--- src/sv/sp4ct_pkg.sv ---
`timescale 1ns / 1ps
package sp4ct_pkg;

  localparam int unsigned SlotBits  = 16;
  localparam int unsigned BlockBits = 64;
  localparam int unsigned CharBase  = 4 * BlockBits;
  localparam int unsigned InBits    = 264;
  localparam int unsigned OutBits   = 8;

  localparam logic [2:0] ExpZero     = 3'd0;
  localparam logic [2:0] ExpHalfTurn = 3'd4;

  // characteristic parities and input check, carried alongside the products
  typedef struct packed {
    logic bad;
    logic nu0;
    logic nu1;
    logic nl0;
    logic nl1;
    logic q1;
  } chr_t;

endpackage

--- src/sv/sp4ct_res.sv ---
`timescale 1ns / 1ps
module sp4ct_res #(
  parameter int unsigned ENTRY_BITS = 16
) (
  input  logic                              clk_i,
  input  logic                              rst_ni,
  input  logic                              valid_i,
  output logic                              ready_o,
  input  logic signed [2*ENTRY_BITS+1:0]    sym_i [2],
  input  logic signed [2*ENTRY_BITS+1:0]    adcb_i [4],
  input  sp4ct_pkg::chr_t                   chr_i,
  output logic                              valid_o,
  input  logic                              ready_i,
  output logic [sp4ct_pkg::OutBits-1:0]     data_o
);
  import sp4ct_pkg::*;

  localparam int unsigned SumBits = 2 * ENTRY_BITS + 2;

  logic                 ok;
  logic [2:0]           exp_d;
  logic [OutBits-1:0]   data_d, data_q;
  logic                 valid_q;

  assign ok = !chr_i.bad
           && (sym_i[0] == SumBits'(0)) && (sym_i[1] == SumBits'(0))
           && (adcb_i[0] == SumBits'(1)) && (adcb_i[1] == SumBits'(0))
           && (adcb_i[2] == SumBits'(0)) && (adcb_i[3] == SumBits'(1));

  assign exp_d  = (ok && chr_i.q1) ? ExpHalfTurn : ExpZero;
  assign data_d = {exp_d, ok & chr_i.nl1, ok & chr_i.nl0, ok & chr_i.nu1, ok & chr_i.nu0, !ok};

  assign ready_o = !valid_q || ready_i;

  always_ff @(posedge clk_i or negedge rst_ni) begin
    if (!rst_ni) begin
      valid_q <= 1'b0;
    end else if (ready_o) begin
      valid_q <= valid_i;
    end
  end

  always_ff @(posedge clk_i) begin
    if (valid_i && ready_o) begin
      data_q <= data_d;
    end
  end

  assign valid_o = valid_q;
  assign data_o  = data_q;

endmodule

--- config.mk ---
export PLATFORM = sky130hd
export DESIGN_NAME = sp4ct_res
export DESIGN_NICKNAME = d
export VERILOG_FILES = /design/src/sv/sp4ct_pkg.sv /design/src/sv/sp4ct_res.sv
export SDC_FILE = /design/constraint.sdc
export NUM_CORES = 1
export LEC_CHECK = 0
export ABC_AREA = 1
export BUFFER_PORTS_ARGS = -buffer_cell sky130_fd_sc_hd__buf_2
export CAP_MARGIN = 40
export CELL_PAD_IN_SITES_DETAIL_PLACEMENT = 0
export CELL_PAD_IN_SITES_GLOBAL_PLACEMENT = 2
export CORE_ASPECT_RATIO = 0.5
export CORE_MARGIN = 1
export CORE_UTILIZATION = 10
export CTS_CLUSTER_SIZE = 14
export DETAILED_ROUTE_END_ITERATION = 6
export GPL_ROUTABILITY_DRIVEN = 1
export PLACE_DENSITY = 0.95
export SLEW_MARGIN = 30
export SYNTH_ARGS = -nofsm -noshare
export SYNTH_HDL_FRONTEND = slang
export SYNTH_SLANG_ARGS = --single-unit
--- constraint.sdc ---
create_clock -name clk_i -period 1.15 [get_ports clk_i]
set_input_delay 0.1725 -clock clk_i [delete_from_list [all_inputs] [get_ports clk_i]]
set_output_delay 0.1725 -clock clk_i [all_outputs]
set_load 0.005 [all_outputs]
# --- Word-level counts from Yosys, hierarchy flattened ---
# Index checks and enable logic that the tools add are counted.
# Widths: inputs -> output; s select.
totals:
  register_bits: 9
  input_bits: 214
  output_inout_bits: 10
  wordCells: 25
op_classes:
  eq_ne: 2
  muxes: 1
  bitwise_logic: 4
  reduce_logical: 16
ops:
  columns: ["cell", "count"]
  rows:
  - ["$logic_not 34->1", 4]
  - ["$eq 34x2->1 const B", 2]
  - ["$logic_and 1x1->1", 8]
  - ["$and 1x1->1", 4]
  - ["$logic_not 1->1", 3]
  - ["$mux 3", 1]
  - ["$logic_or 1x1->1", 1]

# --- Longest topological paths before layout ---
logic_depth:
  word_depth: 9
  depth_mapped: 10
  mapped_depth_nobuf: 10

# --- Worst setup path after synthesis ---
# No wires, ideal clock.
synth_path:
  path_type: "register to register"
  start: "register valid_q (netlist: valid_o)"
  end: "register data_q[0] (netlist: data_o[0]), enable pin"
  setup_ps: 363
  arrival_time_ps: 768
  required_ps: 787
  setup_slack_ps: 19
  path_stages_with_launch: 2
  period_less_slack_ps: 1131
  path_cell_list: "dfrtp_1 a21oi_1"
synth_via:
  elab_chain_cells: 3
synth_rtl:
  columns: ["element", "line", "text"]
  rows:
  - ["start: declaration", "sp4ct_res.sv:23", "logic valid_q;"]
  - ["start signal: assignment", "sp4ct_res.sv:39", "valid_q <= valid_i;"]
  - ["$logic_not 1->1", "sp4ct_res.sv:33", "assign ready_o = !valid_q || ready_i;"]
  - ["$logic_or 1x1->1", "sp4ct_res.sv:33", null]
  - ["$logic_and 1x1->1", "sp4ct_res.sv:44", "if (valid_i && ready_o) begin"]
  - ["end signal: assignment", "sp4ct_res.sv:45", "data_q <= data_d;"]
  - ["end: declaration", "sp4ct_res.sv:22", "logic [OutBits-1:0] data_d, data_q;"]
# Every way passes these cells.
# A chain may end at the register's enable or synchronous reset.

# --- Worst setup path in the final report ---
layout_path:
  start: "input sym_i[4] (netlist name)"
  end: "register data_q[0] (netlist: data_o[0]) (data pin)"
layout_via:
  elab_chain_cells: 7
layout_rtl:
  columns: ["element", "line", "text"]
  rows:
  - ["start: declaration", "sp4ct_res.sv:9", "input logic signed [2*ENTRY_BITS+1:0] sym_i [2],"]
  - ["$logic_not 34->1", "sp4ct_res.sv:26", "&& (sym_i[0] == SumBits'(0)) && (sym_i[1] == SumBits'(0))"]
  - ["$logic_and 1x1->1", "sp4ct_res.sv:26", null]
  - ["$logic_and 1x1->1 (2 in a row)", "sp4ct_res.sv:27", "&& (adcb_i[0] == SumBits'(1)) && (adcb_i[1] == SumBits'(0))"]
  - ["$logic_and 1x1->1 (2 in a row)", "sp4ct_res.sv:28", "&& (adcb_i[2] == SumBits'(0)) && (adcb_i[3] == SumBits'(1));"]
  - ["$logic_not 1->1", "sp4ct_res.sv:31", "assign data_d = {exp_d, ok & chr_i.nl1, ok & chr_i.nl0, ok & chr_i.nu1, ok & chr_i.nu0, !ok};"]
  - ["via data_d[0]", "sp4ct_res.sv:22", null]
# The timed path passes the listed nets, and every way through them passes these cells.

==> impl_metrics.csv <==
group,metric,value,unit
critical_path,timing.rr.start,"valid_o",
timing,clock_skew,2.31,ps
cells_and_area,n_fill_cell,1111,
detailed_routing,drc_errors,0,
logic_synthesis,avgSynthCellArea,4.68,um^2
timing,min_period_over_period,94.9,%
logic_synthesis,synth.top_cell.area_share,49.6,%
pwr,powerDensity,563,mW/mm^2
floorplanning,floorplan.die_area,0.0107,mm^2
floorplanning,die_h,73.8,um
critical_path,worst_ep_arrival_time,1050,ps
cts,clk_latency,230,ps
global_route,grt_start_max_net_pins,7,
detailed_routing,drt_wl_total,5460,um
global_route,grt.total_usage,9.66,%
min_path,min-delay-start,"valid_i",
cells_and_area,area_growth_syn_to_layout,140,%
logic_synthesis,largest_area_contributor_in_the_netlist,"sky130_fd_sc_hd__nor2_1",
detailed_routing,vias,1984,
detailed_routing,drt_first_pass_iters,4,
min_path,endpoint_with_the_worst_hold_slack,"valid_o",
outcome,run_status,"finished clean",
critical_path,rr_worst_depth,2,
logic_synthesis,netlist_top_cells_count,"sky130_fd_sc_hd__nor2_1, sky130_fd_sc_hd__nand2_1, sky130_fd_sc_hd__inv_1",
timing,final_period_minus_worst_setup_slack,1090,ps
critical_path,cp_slowest_cell,"sky130_fd_sc_hd__nor2_2",
cts,ctsHtreeMaxLevel,1,
critical_path,reg2reg_to,"data_o[2]",
critical_path,crit_chain,"buf_2 -> nor2_1 -> nand2_1 -> nor2_2 -> nand2_1 -> nor2_1 -> nand2_1 -> nor2_2 -> nand2_2",
cts,cts_buffer_depth,2,
critical_path,timing.critical_path.slowest_cell_delay,130,ps
logic_synthesis,synth_top_cells_by_area,"sky130_fd_sc_hd__nor2_1, sky130_fd_sc_hd__nand2_1, sky130_fd_sc_hd__edfxtp_1, sky130_fd_sc_hd__inv_1, sky130_fd_sc_hd__dfrtp_1",
floorplanning,fp-row-count,25,
logic_synthesis,synth-seq-cells,7,
cells_and_area,post_route_cells_drive_above_1_share,54.3,%
flow_run,max_cap_viol_count,0,
placement,place.detailed.instances,576,
detailed_routing,final_routed_wire_length_divided_by_cell_count,9.40,um
placement,dp.final_hpwl,5130,um
cts,cts_root_buf,"sky130_fd_sc_hd__clkbuf_16",
logic_synthesis,synth.lib_cells_used.distinct,12,
placement,gp_congestion,0.807,
logic_synthesis,synth-seq-area-share,19.9,%
cells_and_area,final-instance-count-excl-fill,581,
timing,fmax,916,MHz
placement,port_buffer_count,221,
cts,postCtsSetupBuffers,0,
logic_synthesis,postSynth.asyncResetShare,14.3,%
critical_path,timing.critical_path.max_delay_family,"simple AND/OR/NAND/NOR gates",
global_route,number_of_antenna_violations_at_the_first_check_in_global_routing,0,
critical_path,timing.critical_path.required,1110,ps
cts,cts_tree,"yes",
global_route,grt-ovfl-total,0,
detailed_routing,drt_first_iter_violations,43,
timing,hold_slack,139,ps
min_path,worstHoldPathCells,3,
critical_path,critical_path_depth,9,
critical_path,worst_setup_path_end_kind,"register",
timing,rsz_0062_raised_after_global_routing,"true",
cells_and_area,nNetsFinal,661,
global_route,grt_first_pass_wirelength,8490,um
critical_path,path_class,"in -> reg",
logic_synthesis,synth_top_flop_cell,"sky130_fd_sc_hd__edfxtp_1",
critical_path,cp_buf_inv_count,1,
logic_synthesis,cell_area_synth,0.00103,mm^2
logic_synthesis,synth.most_common_cell,"sky130_fd_sc_hd__nor2_1",
pwr,irDropWorstVdd,419,uV
critical_path,cpMostUsedCell,"sky130_fd_sc_hd__nand2_1",
detailed_routing,avgViaCountPerCell,3.41,
detailed_routing,detail-route-antenna-nets,0,
critical_path,ff2ff_setup_slack,160,ps
cells_and_area,antenna_cells,0,
timing,final-setup-viol-count,0,
floorplanning,initial_standard_cell_utilization_of_the_core,10.6,%
critical_path,setup.worst_path.start_class,"input pin",
min_path,hold_path_class,"in -> reg",
logic_synthesis,synth_edf_count,6,
timing,slew_viol_final,0,
timing,hold_viol_final,0,
critical_path,path_max_fanout,6,
logic_synthesis,synth_cells,220,
floorplanning,top_level_ports,224,
pwr,p_leak,1.31,nW
global_route,grt_pass1_vias,2026,
cts,cts_inserted_buffers,3,
cts,clock-sinks,7,
floorplanning,die_x,146,um
logic_synthesis,synth.yosys.warnings,0,
cts,worst_setup_hold_path_clk_slew,40,ps
floorplanning,core,0.00973,mm^2
==> layout make-up <==
cell class / count / area, um^2 / share of cell area (%)
timing repair buffer: 223 / 1150 / 46.6
tap: 135 / 169 / 6.82
clock buffer: 4 / 78.8 / 3.18
multi-input combinational: 203 / 835 / 33.7
inverter: 9 / 33.8 / 1.36
sequential: 7 / 205 / 8.29
==> cell families (layout without fill, tap and decap cells) <==
logic type / Yosys count / in the layout / share of synthesized area, %
buffers and inverters: 11 / 236 / 4.74
AOI/OAI and AO/OA: 1 / 1 / 0.486
other: 1 / 2 / 0.364
and+or+nand+nor: 200 / 200 / 74.5
DFF: 7 / 7 / 19.9
==> worst min-delay path, cell delays in order <==
cell and delay, ps:
sky130_fd_sc_hd__buf_2 70, sky130_fd_sc_hd__inv_1 40, sky130_fd_sc_hd__nand2_1 50
==> cell usage in the layout (no fill, tap or decap), types with 2 or more instances in the layout <==
master                      synthesis  layout
sky130_fd_sc_hd__buf_2              0     216
sky130_fd_sc_hd__nor2_1           136     121
sky130_fd_sc_hd__nand2_1           56      55
sky130_fd_sc_hd__nor2_2             0      12
sky130_fd_sc_hd__inv_1              9       9
sky130_fd_sc_hd__edfxtp_1           6       6
sky130_fd_sc_hd__buf_6              0       5
sky130_fd_sc_hd__nand4_1            4       4
sky130_fd_sc_hd__nor2_4             0       3
sky130_fd_sc_hd__clkbuf_16          0       3
sky130_fd_sc_hd__nand3_1            2       2
sky130_fd_sc_hd__nand2_2            1       2
sky130_fd_sc_hd__conb_1             1       2
==> layer usage <==
layer | routed length, um | up-vias | global-route usage, %
li1 | - | 1117 | -
met1 | 2150 | 800 | 10.5
met2 | 3030 | 61 | 20.0
met3 | 231 | 6 | 0.932
met4 | 58 | 0 | 3.27
met5 | 0 | - | 0
==> how the worst max path moves through the flow <==
stage	slack, ps	from	to
finish	60	sym_i[4]	data_o[0]
global placement	-290	adcb_i[18]	data_o[0]
floorplan	20	valid_o	data_o[0]
global route	-70	sym_i[2]	data_o[0]
CTS	0.8	sym_i[3]	data_o[0]
detailed placement	-290	adcb_i[18]	data_o[0]
==> state kept, by name (all words and copies together), names as in the netlist <==
signal	flops
data_o	6
valid_o	1
==> stage by stage <==
stage                     worst slack [ps]  power (W)  utilization [%]  area [um^2]  setup TNS (ps)
after global placement                -288   0.000785             23.7         2300           -1570
after global routing                 -70.1    0.00150             25.5         2480            -335
final                                 58.4    0.00140             25.5         2480               0
after floorplan                       18.7   0.000413                -         1030               0
after CTS                            0.803    0.00139             24.9         2420               0
after detailed placement              -287   0.000789             23.7         2300           -1550
==> repair_timing <==
| item | 4_1_cts | 5_1_grt |
|---|---|---|
| hold endpoints to repair | 1 | 0 |
| hold buffers | 1 | 0 |
| setup endpoints to repair | 6 | 6 |
| pin swaps | 11 | 16 |
| resized for setup | 9 | 15 |
| cloned | 0 | 0 |
==> power breakdown <==
part	leakage, nW	switching (W)	internal, W
sequential	0.0684	0.00000302	0.000287
combinational	1.20	0.000189	0.000332
clock	0.0382	0.000123	0.000461
total	1.31	0.000316	0.00108
No activity file was read; power rests on OpenSTA's default activity.
