<file path="src/sv/sp4ct_pkg.sv">
`timescale 1ns / 1ps
package sp4ct_pkg;

  localparam int unsigned SlotBits  = 16;
  localparam int unsigned BlockBits = 64;
  localparam int unsigned CharBase  = 4 * BlockBits;
  localparam int unsigned InBits    = 264;
  localparam int unsigned OutBits   = 8;

  localparam logic [2:0] ExpZero     = 3'd0;
  localparam logic [2:0] ExpHalfTurn = 3'd4;

  // characteristic parities and input check, carried alongside the products
  typedef struct packed {
    logic bad;
    logic nu0;
    logic nu1;
    logic nl0;
    logic nl1;
    logic q1;
  } chr_t;

endpackage

</file>
<file path="src/sv/sp4ct_sum.sv">
`timescale 1ns / 1ps
module sp4ct_sum #(
  parameter int unsigned ENTRY_BITS = 16
) (
  input  logic                              clk_i,
  input  logic                              rst_ni,
  input  logic                              valid_i,
  output logic                              ready_o,
  input  logic signed [2*ENTRY_BITS-1:0]    sym_i [8],
  input  logic signed [2*ENTRY_BITS-1:0]    adcb_i [16],
  input  sp4ct_pkg::chr_t                   chr_i,
  output logic                              valid_o,
  input  logic                              ready_i,
  output logic signed [2*ENTRY_BITS+1:0]    sym_o [2],
  output logic signed [2*ENTRY_BITS+1:0]    adcb_o [4],
  output sp4ct_pkg::chr_t                   chr_o
);
  import sp4ct_pkg::*;

  localparam int unsigned SumBits = 2 * ENTRY_BITS + 2;

  logic signed [SumBits-1:0] sym_d [2];
  logic signed [SumBits-1:0] adcb_d [4];
  logic signed [SumBits-1:0] sym_q [2];
  logic signed [SumBits-1:0] adcb_q [4];
  chr_t                      chr_q;
  logic                      valid_q;

  always_comb begin
    for (int k = 0; k < 2; k++) begin
      sym_d[k] = SumBits'(sym_i[4*k]) + SumBits'(sym_i[4*k + 1])
               - SumBits'(sym_i[4*k + 2]) - SumBits'(sym_i[4*k + 3]);
    end
    for (int k = 0; k < 4; k++) begin
      adcb_d[k] = SumBits'(adcb_i[4*k]) + SumBits'(adcb_i[4*k + 1])
                - SumBits'(adcb_i[4*k + 2]) - SumBits'(adcb_i[4*k + 3]);
    end
  end

  assign ready_o = !valid_q || ready_i;

  always_ff @(posedge clk_i or negedge rst_ni) begin
    if (!rst_ni) begin
      valid_q <= 1'b0;
    end else if (ready_o) begin
      valid_q <= valid_i;
    end
  end

  always_ff @(posedge clk_i) begin
    if (valid_i && ready_o) begin
      sym_q  <= sym_d;
      adcb_q <= adcb_d;
      chr_q  <= chr_i;
    end
  end

  assign valid_o = valid_q;
  assign sym_o   = sym_q;
  assign adcb_o  = adcb_q;
  assign chr_o   = chr_q;

endmodule

</file>
<file path="config.mk">
export PLATFORM = sky130hd
export DESIGN_NAME = sp4ct_sum
export DESIGN_NICKNAME = d
export VERILOG_FILES = /design/src/sv/sp4ct_pkg.sv /design/src/sv/sp4ct_sum.sv
export SDC_FILE = /design/constraint.sdc
export NUM_CORES = 1
export LEC_CHECK = 0
export BUFFER_PORTS_ARGS = -buffer_cell sky130_fd_sc_hd__buf_2
export CAP_MARGIN = 30
export CORE_AREA = 2 2 385 387
export DETAILED_ROUTE_END_ITERATION = 10
export DIE_AREA = 0 0 387 389
export HOLD_SLACK_MARGIN = 0.12
export PLACE_DENSITY = 0.35
export SYNTH_ARGS = -nofsm -noshare
export SYNTH_HDL_FRONTEND = slang
export SYNTH_SLANG_ARGS = --single-unit
</file>
<file path="constraint.sdc">
create_clock -name clk_i -period 7.48 [get_ports clk_i]
set_clock_uncertainty 0.2 [all_clocks]
set_input_delay 1.87 -clock clk_i [delete_from_list [all_inputs] [get_ports clk_i]]
set_output_delay 1.87 -clock clk_i [all_outputs]
set_load 0.01 [all_outputs]
</file>
=== Word-level counts from Yosys, hierarchy flattened ===
Index checks and enable logic that the tools add are counted.

* Register bits: 211
* Output and inout bits: 212
* Logic and storage cells: 34

* $add $sub $neg: 18
* Reductions and logical operators: 3

{| class="wikitable"
|+ Operator list
! cell !! number
|-
| $sub 33x32->34 || 6
|-
| $sub 34x32->34 || 6
|-
| $add 32x32->33 || 6
|-
| $logic_and 1x1->1 || 1
|-
| $logic_not 1->1 || 1
|-
| $logic_or 1x1->1 || 1
|}

=== Depth between registers and ports, before layout ===
Gate-level depths: netlist (run 1).

* Depth after elaboration: 3
* Depth in mapped cells: 17

=== Worst setup path before layout (run 1) ===
No wires, ideal clock.

* Path type: input to register
* Start point: input port ready_i
* End point: register adcb_q (netlist bit adcb_o[0]), enable pin
* Library setup time: 0.597 ns
* Arrival: 6.875 ns
* Slack: -0.192 ns
* Stages on the path: 2
* Path buffers: 0
* Path through: nand2b_1 and2_1

* Word-level cells in the longest chain between the ends: 2

{| class="wikitable"
|+ RTL lines
! item !! line !! RTL
|-
| start: declaration || sp4ct_sum.sv:13 || <nowiki>input logic ready_i,</nowiki>
|-
| $logic_or 1x1->1 || sp4ct_sum.sv:40 || <nowiki>assign ready_o = !valid_q || ready_i;</nowiki>
|-
| $logic_and 1x1->1 || sp4ct_sum.sv:51 || <nowiki>if (valid_i && ready_o) begin</nowiki>
|-
| end signal: assignment || sp4ct_sum.sv:53 || <nowiki>adcb_q <= adcb_d;</nowiki>
|-
| end: declaration || sp4ct_sum.sv:25 || <nowiki>logic signed [SumBits-1:0] adcb_q [4];</nowiki>
|}

Every way passes these cells.
A chain may end at the register's enable or synchronous reset.

==> impl_metrics.toml, run 1 <==
[yosys]
netlist_area_um2 = 27100
synth_edf_count = 210
yosysTopAreaCellShare = 0.288
synth_seq_area_share = 0.233
yosys_warnings = 0
netlist_instances = 2805
yosys.area.top_type = "fa_1"
ys_ff_latch = 211
synth_area_per_cell_um2 = 9.68
synthFlopType = "edfxtp_1"
synthDistinctLibCells = 72
ys_top_cells_by_area = "fa_1 (29%), edfxtp_1 (23%), inv_1 (11%)"
synthesis.nets = 4177
async_flop_share = 0.00474

[worst_setup_path]
cp-endpoint = "sym_o[32]$_DFFE_PP_"
reg2reg_to = "sym_o[62]$_DFFE_PP_"
cp-startpoint = "sym_i[0]"
worstPathMaxFanout = 3
crit_path_end_kind = "register"
cp.arrival_ns = 6.18
start_kind = "primary input"
rr_startpoint = "valid_o$_DFFE_PN0N_"
reg2reg_depth = 3
crit_type = "primary input to register"
rrSetupSlack_ns = 5.08
worst_ep_required_time_ns = 7.59

[timing]
finalSetupTns_ns = 0
slew_violations = 0
slew_headroom = 0.410
worst_pin_slew_ns = 0.884
period_share = 0.812
min_period_ns = 6.08
finalSetupViolCount = 0
max_freq_mhz = 165
hold_viol = 0
fin_hold_ws_ns = 0.344
grt_setup_unrepaired = "no"

[cts]
cts-root-buf = "clkbuf_16"
clock_sinks = 211
clk_pin_slew_ns = 0.05
cts_buffer_depth = 3
cts_resized = 0
cts_setup_buffers = 0
hold_buffers = 0
numCtsBuffers = 37
cts_tree = "built"
clk_latency_ns = 0.57
htree_levels = 2

[route]
via_count = 22500
avgViaCountPerCell = 3.91
drtIter0Drc = 854
wl_per_cell_um = 18.4
drc = 0
detail-route-antenna-nets = 0
firstDrtPassIters = 5
wl_um = 106000

[layout]
fin_util = 0.243
final_nets = 5187
final_cell_mix = "buf_2 (989), inv_1 (827), fa_1 (390), edfxtp_1 (210), ha_1 (204)"
final_common_cell = "buf_2"
syn_to_final_growth_pct = 31.1
drive_above_1_share = 0.278
instances_no_fill = 5773

[power]
switchingPower_mw = 4.40
p_sw_frac = 0.448
vdd_ir_drop_max_v = 0.000128
p_comb_frac = 0.618
p_clk_frac = 0.168
p_leak_nw = 18.3
pwr-share-seq = 0.213
power-per-cell-area_nw_per_um2 = 276
internal_power_mw = 5.42
finalPower_mw = 9.82

[die]
fp.dieH_um = 389
dieArea_um2 = 151000
std_cell_rows = 141
io_pins = 990
start_util = 0.185
core-area_um2 = 147000
die_x_um = 387

[global_routing]
grt_pass1_vias = 24500
grt.total_usage = 0.139
busiest_layer = "met2"
grt_pass1_wl_um = 155000
grt_antenna_before_repair = 10
grtUsageMet1 = 0.174
use_met3 = 0.0340
grt_use_met2 = 0.238
grt_overflow_total = 0
grt_start_max_net_pins = 68

[placed_design]
portBuffers = 989
place_inst = 5706
place.detailed.hpwl_um = 94700
gp_congestion = 0.840

[min_path]
worstHoldPathCells = 2
min_path_type = "register to register"

[flow_run]
cap_violations = 0

[outcome]
outcome = "finished clean"
[synthesized netlist by cell type, types with 38 or more instances]
master / instances
inv_1: 827
fa_1: 390
edfxtp_1: 210
ha_1: 204
a21oi_1: 175
xnor2_1: 109
nor2_1: 104
a21o_1: 103
nand2_1: 96
o21ai_0: 78
xor2_1: 57
nor3_1: 38
[metal layers]
layer  vias to the layer above  wire length, µm
met4                         8             2430
met1                     10800            46200
met2                       587            51400
met3                       102             6100
li1                      11000                -
met5                         -               55
[cells by family after synthesis]
kind of cell,count (synthesis),share of synthesized area
AND/OR/NAND/NOR,412,0.0752
flip-flops,211,0.233
adder cells (fa/ha/maj),594,0.382
AO/OA/AOI/OAI,564,0.137
multiplexers,4,0.00148
XOR/XNOR,166,0.0536
buffers and inverters,854,0.118
[final cells by class]
| cell class | count | area [µm²] |
|---|---|---|
| Multi-Input combinational cell | 1740 | 17600 |
| Tap cell | 1930 | 2410 |
| Fill cell | 16300 | 111000 |
| Timing Repair Buffer | 998 | 5040 |
| Inverter | 827 | 3100 |
| Clock inverter | 15 | 68.8 |
| Antenna cell | 2 | 5.00 |
| Sequential cell | 211 | 6330 |
| Clock buffer | 50 | 1020 |
[metrics by stage]
| step | cell area (µm²) | setup WS, ns |
|---|---|---|
| 2_1_floorplan | 27100 | 1.63 |
| 6_report | 35600 | 1.40 |
| 3_5_place_dp | 34500 | 0.719 |
| 4_1_cts | 35600 | 1.36 |
| 3_3_place_gp | 34500 | 0.765 |
| 5_1_grt | 35600 | 1.03 |
[critical path, stage by stage]
cell      delay (ns)
buf_2           0.07
inv_1           0.04
fa_1            0.52
inv_1           0.05
fa_1            0.42
inv_1           0.06
ha_1            0.17
inv_1           0.07
fa_1            0.46
nor2b_1         0.15
o21ai_0         0.13
a21oi_1         0.50
o41ai_1         0.24
a211oi_1        0.30
o21ai_0         0.27
a41o_1          0.36
o41ai_1         0.38
xor2_1          0.11
[registers in the layout (all words and copies together), names as in the netlist]
signal / cells
adcb_o: 136
sym_o: 68
chr_o: 6
valid_o: 1
[power groups by stage]
stage / clock network, mW / logic [mW] / registers (mW)
after floorplan: 0 / 3.71 / 2.32
after global placement: 0 / 6.22 / 2.12
after detailed placement: 0 / 6.19 / 2.12
after CTS: 1.76 / 6.22 / 2.11
after global routing: 1.78 / 6.86 / 2.14
final: 1.65 / 6.07 / 2.09
[worst min-delay path by stage]
stage | from | to | slack [ns]
after CTS | valid_o$_DFFE_PN0N_ | valid_o$_DFFE_PN0N_ | 0.35
after floorplan | valid_o$_DFFE_PN0N_ | valid_o$_DFFE_PN0N_ | 0.42
after detailed placement | valid_o$_DFFE_PN0N_ | valid_o$_DFFE_PN0N_ | 0.34
after global placement | valid_o$_DFFE_PN0N_ | valid_o$_DFFE_PN0N_ | 0.32
final | valid_o$_DFFE_PN0N_ | valid_o$_DFFE_PN0N_ | 0.34
after global routing | valid_o$_DFFE_PN0N_ | valid_o$_DFFE_PN0N_ | 0.38
No activity file was read; power rests on OpenSTA's default activity.
==> inputs of run 2 (changes only) <==
Clock period 7.48 ns to 6.24 ns, I/O delays scaled along.
==> run 2 against run 1 <==
Effect of this change: via count up 0.71%; largest cell class unchanged; sequential power increased by 20%; clock power up 28%; non-clock buffer count is 19 higher; flip-flop and latch count stayed put; first-iteration DRC count is 3.0% higher; utilization rose by 0.16 points; final area increased by 0.67%; power up 22%.
==> impl_metrics.toml, run 2 (same netlist as run 1, synthesis figures left out) <==
[outcome]
outcome = "finished clean"

[worst_setup_path]
worst_ep_required_time_ns = 6.38
slowest_stage = "or4b_2"
cp.arrival_ns = 5.88
crit_type = "primary input to register"
start_kind = "primary input"
cp_slowest_stage_delay_ns = 0.65
crit_top_cell = "inv_1"
crit_path_end_kind = "register"
crit_chain = "buf_2 > inv_1 > fa_1 > inv_1 > fa_1 > inv_1 > ha_1 > inv_1 > fa_1 > nor2b_1 > o21ai_0 > a21o_1 > a21oi_1 > a21oi_1 > o31ai_2 > a21oi_2 > or4b_2 > o311ai_0"
worstPathMaxFanout = 7

[layout]
final_nets = 5206
nFillCells = 16300
largest_reg_flops = 136
final_cell_mix = "buf_2 (989), inv_1 (827), fa_1 (390), edfxtp_1 (210), ha_1 (204)"
multi_input_area_um2 = 17600
syn_to_final_growth_pct = 32.0
drive_above_1_share = 0.284
diodes = 0
final_common_cell = "buf_2"
ff_latch_area_um2 = 6330
fin_util = 0.244

[power]
switchingPower_mw = 5.31
internal_power_mw = 6.68
vdd_ir_drop_max_v = 0.000158
p_sw_frac = 0.443
p_comb_frac = 0.615
p_clk_frac = 0.176
power-per-cell-area_nw_per_um2 = 335
pwr-share-seq = 0.209
p_leak_nw = 18.4

[global_routing]
grt_pass1_vias = 24200
grt_overflow_total = 0
grt_pass1_wl_um = 157000
grt_antenna_before_repair = 10
grt.total_usage = 0.140
grt_start_max_net_pins = 64

[route]
avgViaCountPerCell = 3.92
firstDrtPassIters = 5
drc = 0
drtIter0Drc = 880
detail-route-antenna-nets = 0
wl_per_cell_um = 18.5
via_count = 22700
wl_um = 107000

[placed_design]
place.detailed.hpwl_um = 95400
portBuffers = 989
gp_congestion = 0.840

[cts]
htree_levels = 2
cts_tree = "built"
clock_sinks = 211
cts_setup_buffers = 0
cts-root-buf = "clkbuf_16"
clk_latency_ns = 0.58
numCtsBuffers = 37
cts_resized = 0
clk_pin_slew_ns = 0.06
cts_buffer_depth = 3
hold_buffers = 0

[timing]
max_freq_mhz = 174
finalSetupTns_ns = 0
period_share = 0.919
finalSetupViolCount = 0
worst_pin_slew_ns = 0.892
hold_viol = 0
slew_violations = 0
slew_headroom = 0.404
min_period_ns = 5.74
grt_setup_unrepaired = "no"

[die]
core-area_um2 = 147000
start_util = 0.185
std_cell_rows = 141
dieArea_um2 = 151000
fp.dieH_um = 389
die_x_um = 387
io_pins = 990

[flow_run]
cap_violations = 0

[min_path]
min_path_type = "register to register"
run 2: changes by cell type in the layout (fill, tap and decap cells not counted), sizes merged:
cell	change
clkinvlp	+3
inv	+1
clkinv	+2
buf	+19
clkbuf	-9
bufinv	+4
diode	-2
run 2: worst paths after layout:
| path | from | endpoint | slack, ns | depth (start not counted) |
|---|---|---|---|---|
| hold reg to reg | valid_o$_DFFE_PN0N_ | valid_o$_DFFE_PN0N_ | 0.37 | 2 |
| setup reg to reg | valid_o$_DFFE_PN0N_ | sym_o[65]$_DFFE_PP_ | 3.95 | 3 |
| min in group asynchronous | rst_ni | valid_o$_DFFE_PN0N_ | 0.54 | 1 |
| setup / recovery | sym_i[128] | sym_o[60]$_DFFE_PP_ | 0.50 | 18 |
| max in group asynchronous | rst_ni | valid_o$_DFFE_PN0N_ | 5.21 | 1 |
| hold / removal | valid_o$_DFFE_PN0N_ | valid_o$_DFFE_PN0N_ | 0.37 | 2 |
run 2: final cells by class:
type / instances / share of cell area
multi-input combinational: 1740 / 0.492
sequential: 211 / 0.177
timing repair buffer: 1017 / 0.145
inverter: 827 / 0.0866
tap: 1930 / 0.0674
clock buffer: 41 / 0.0263
clock inverter: 25 / 0.00649
run 2: critical path: cells and delay by family:
kind,cells,cell delay (ns)
AND/OR/NAND/NOR,2,0.79
buffers and inverters,5,0.31
AO/OA/AOI/OAI,7,1.57
adder cells (fa/ha/maj),4,1.64
run 2: through the flow:
stage                     instance area [µm²]  hold slack, ns  cells  setup slack, ns  power (mW)
after floorplan                         27100           0.422   2805            0.700        7.23
after global placement                  34700           0.323   5725           0.0662        10.1
after detailed placement                34700           0.342   5725          0.00348        10.1
after CTS                               35800           0.356   5791            0.607        12.3
after global routing                    35800           0.407   5791            0.334        13.1
final                                   35800           0.367   5791            0.503        12.0
run 2: per-layer routing:
metal	track usage	share of wire	vias up
met4	0.0235	0.016	10
li1	-	-	11100
met2	0.241	0.49	579
met3	0.0316	0.053	79
met1	0.180	0.44	11000
met5	0	0.00065	-
run 2: power groups by stage:
stage          logic, mW  clock network (mW)  registers (mW)
3_3_place_gp        7.56                   0            2.53
2_1_floorplan       4.45                   0            2.78
4_1_cts             7.57                2.24            2.51
3_5_place_dp        7.52                   0            2.53
6_report            7.38                2.11            2.50
5_1_grt             8.32                2.27            2.55
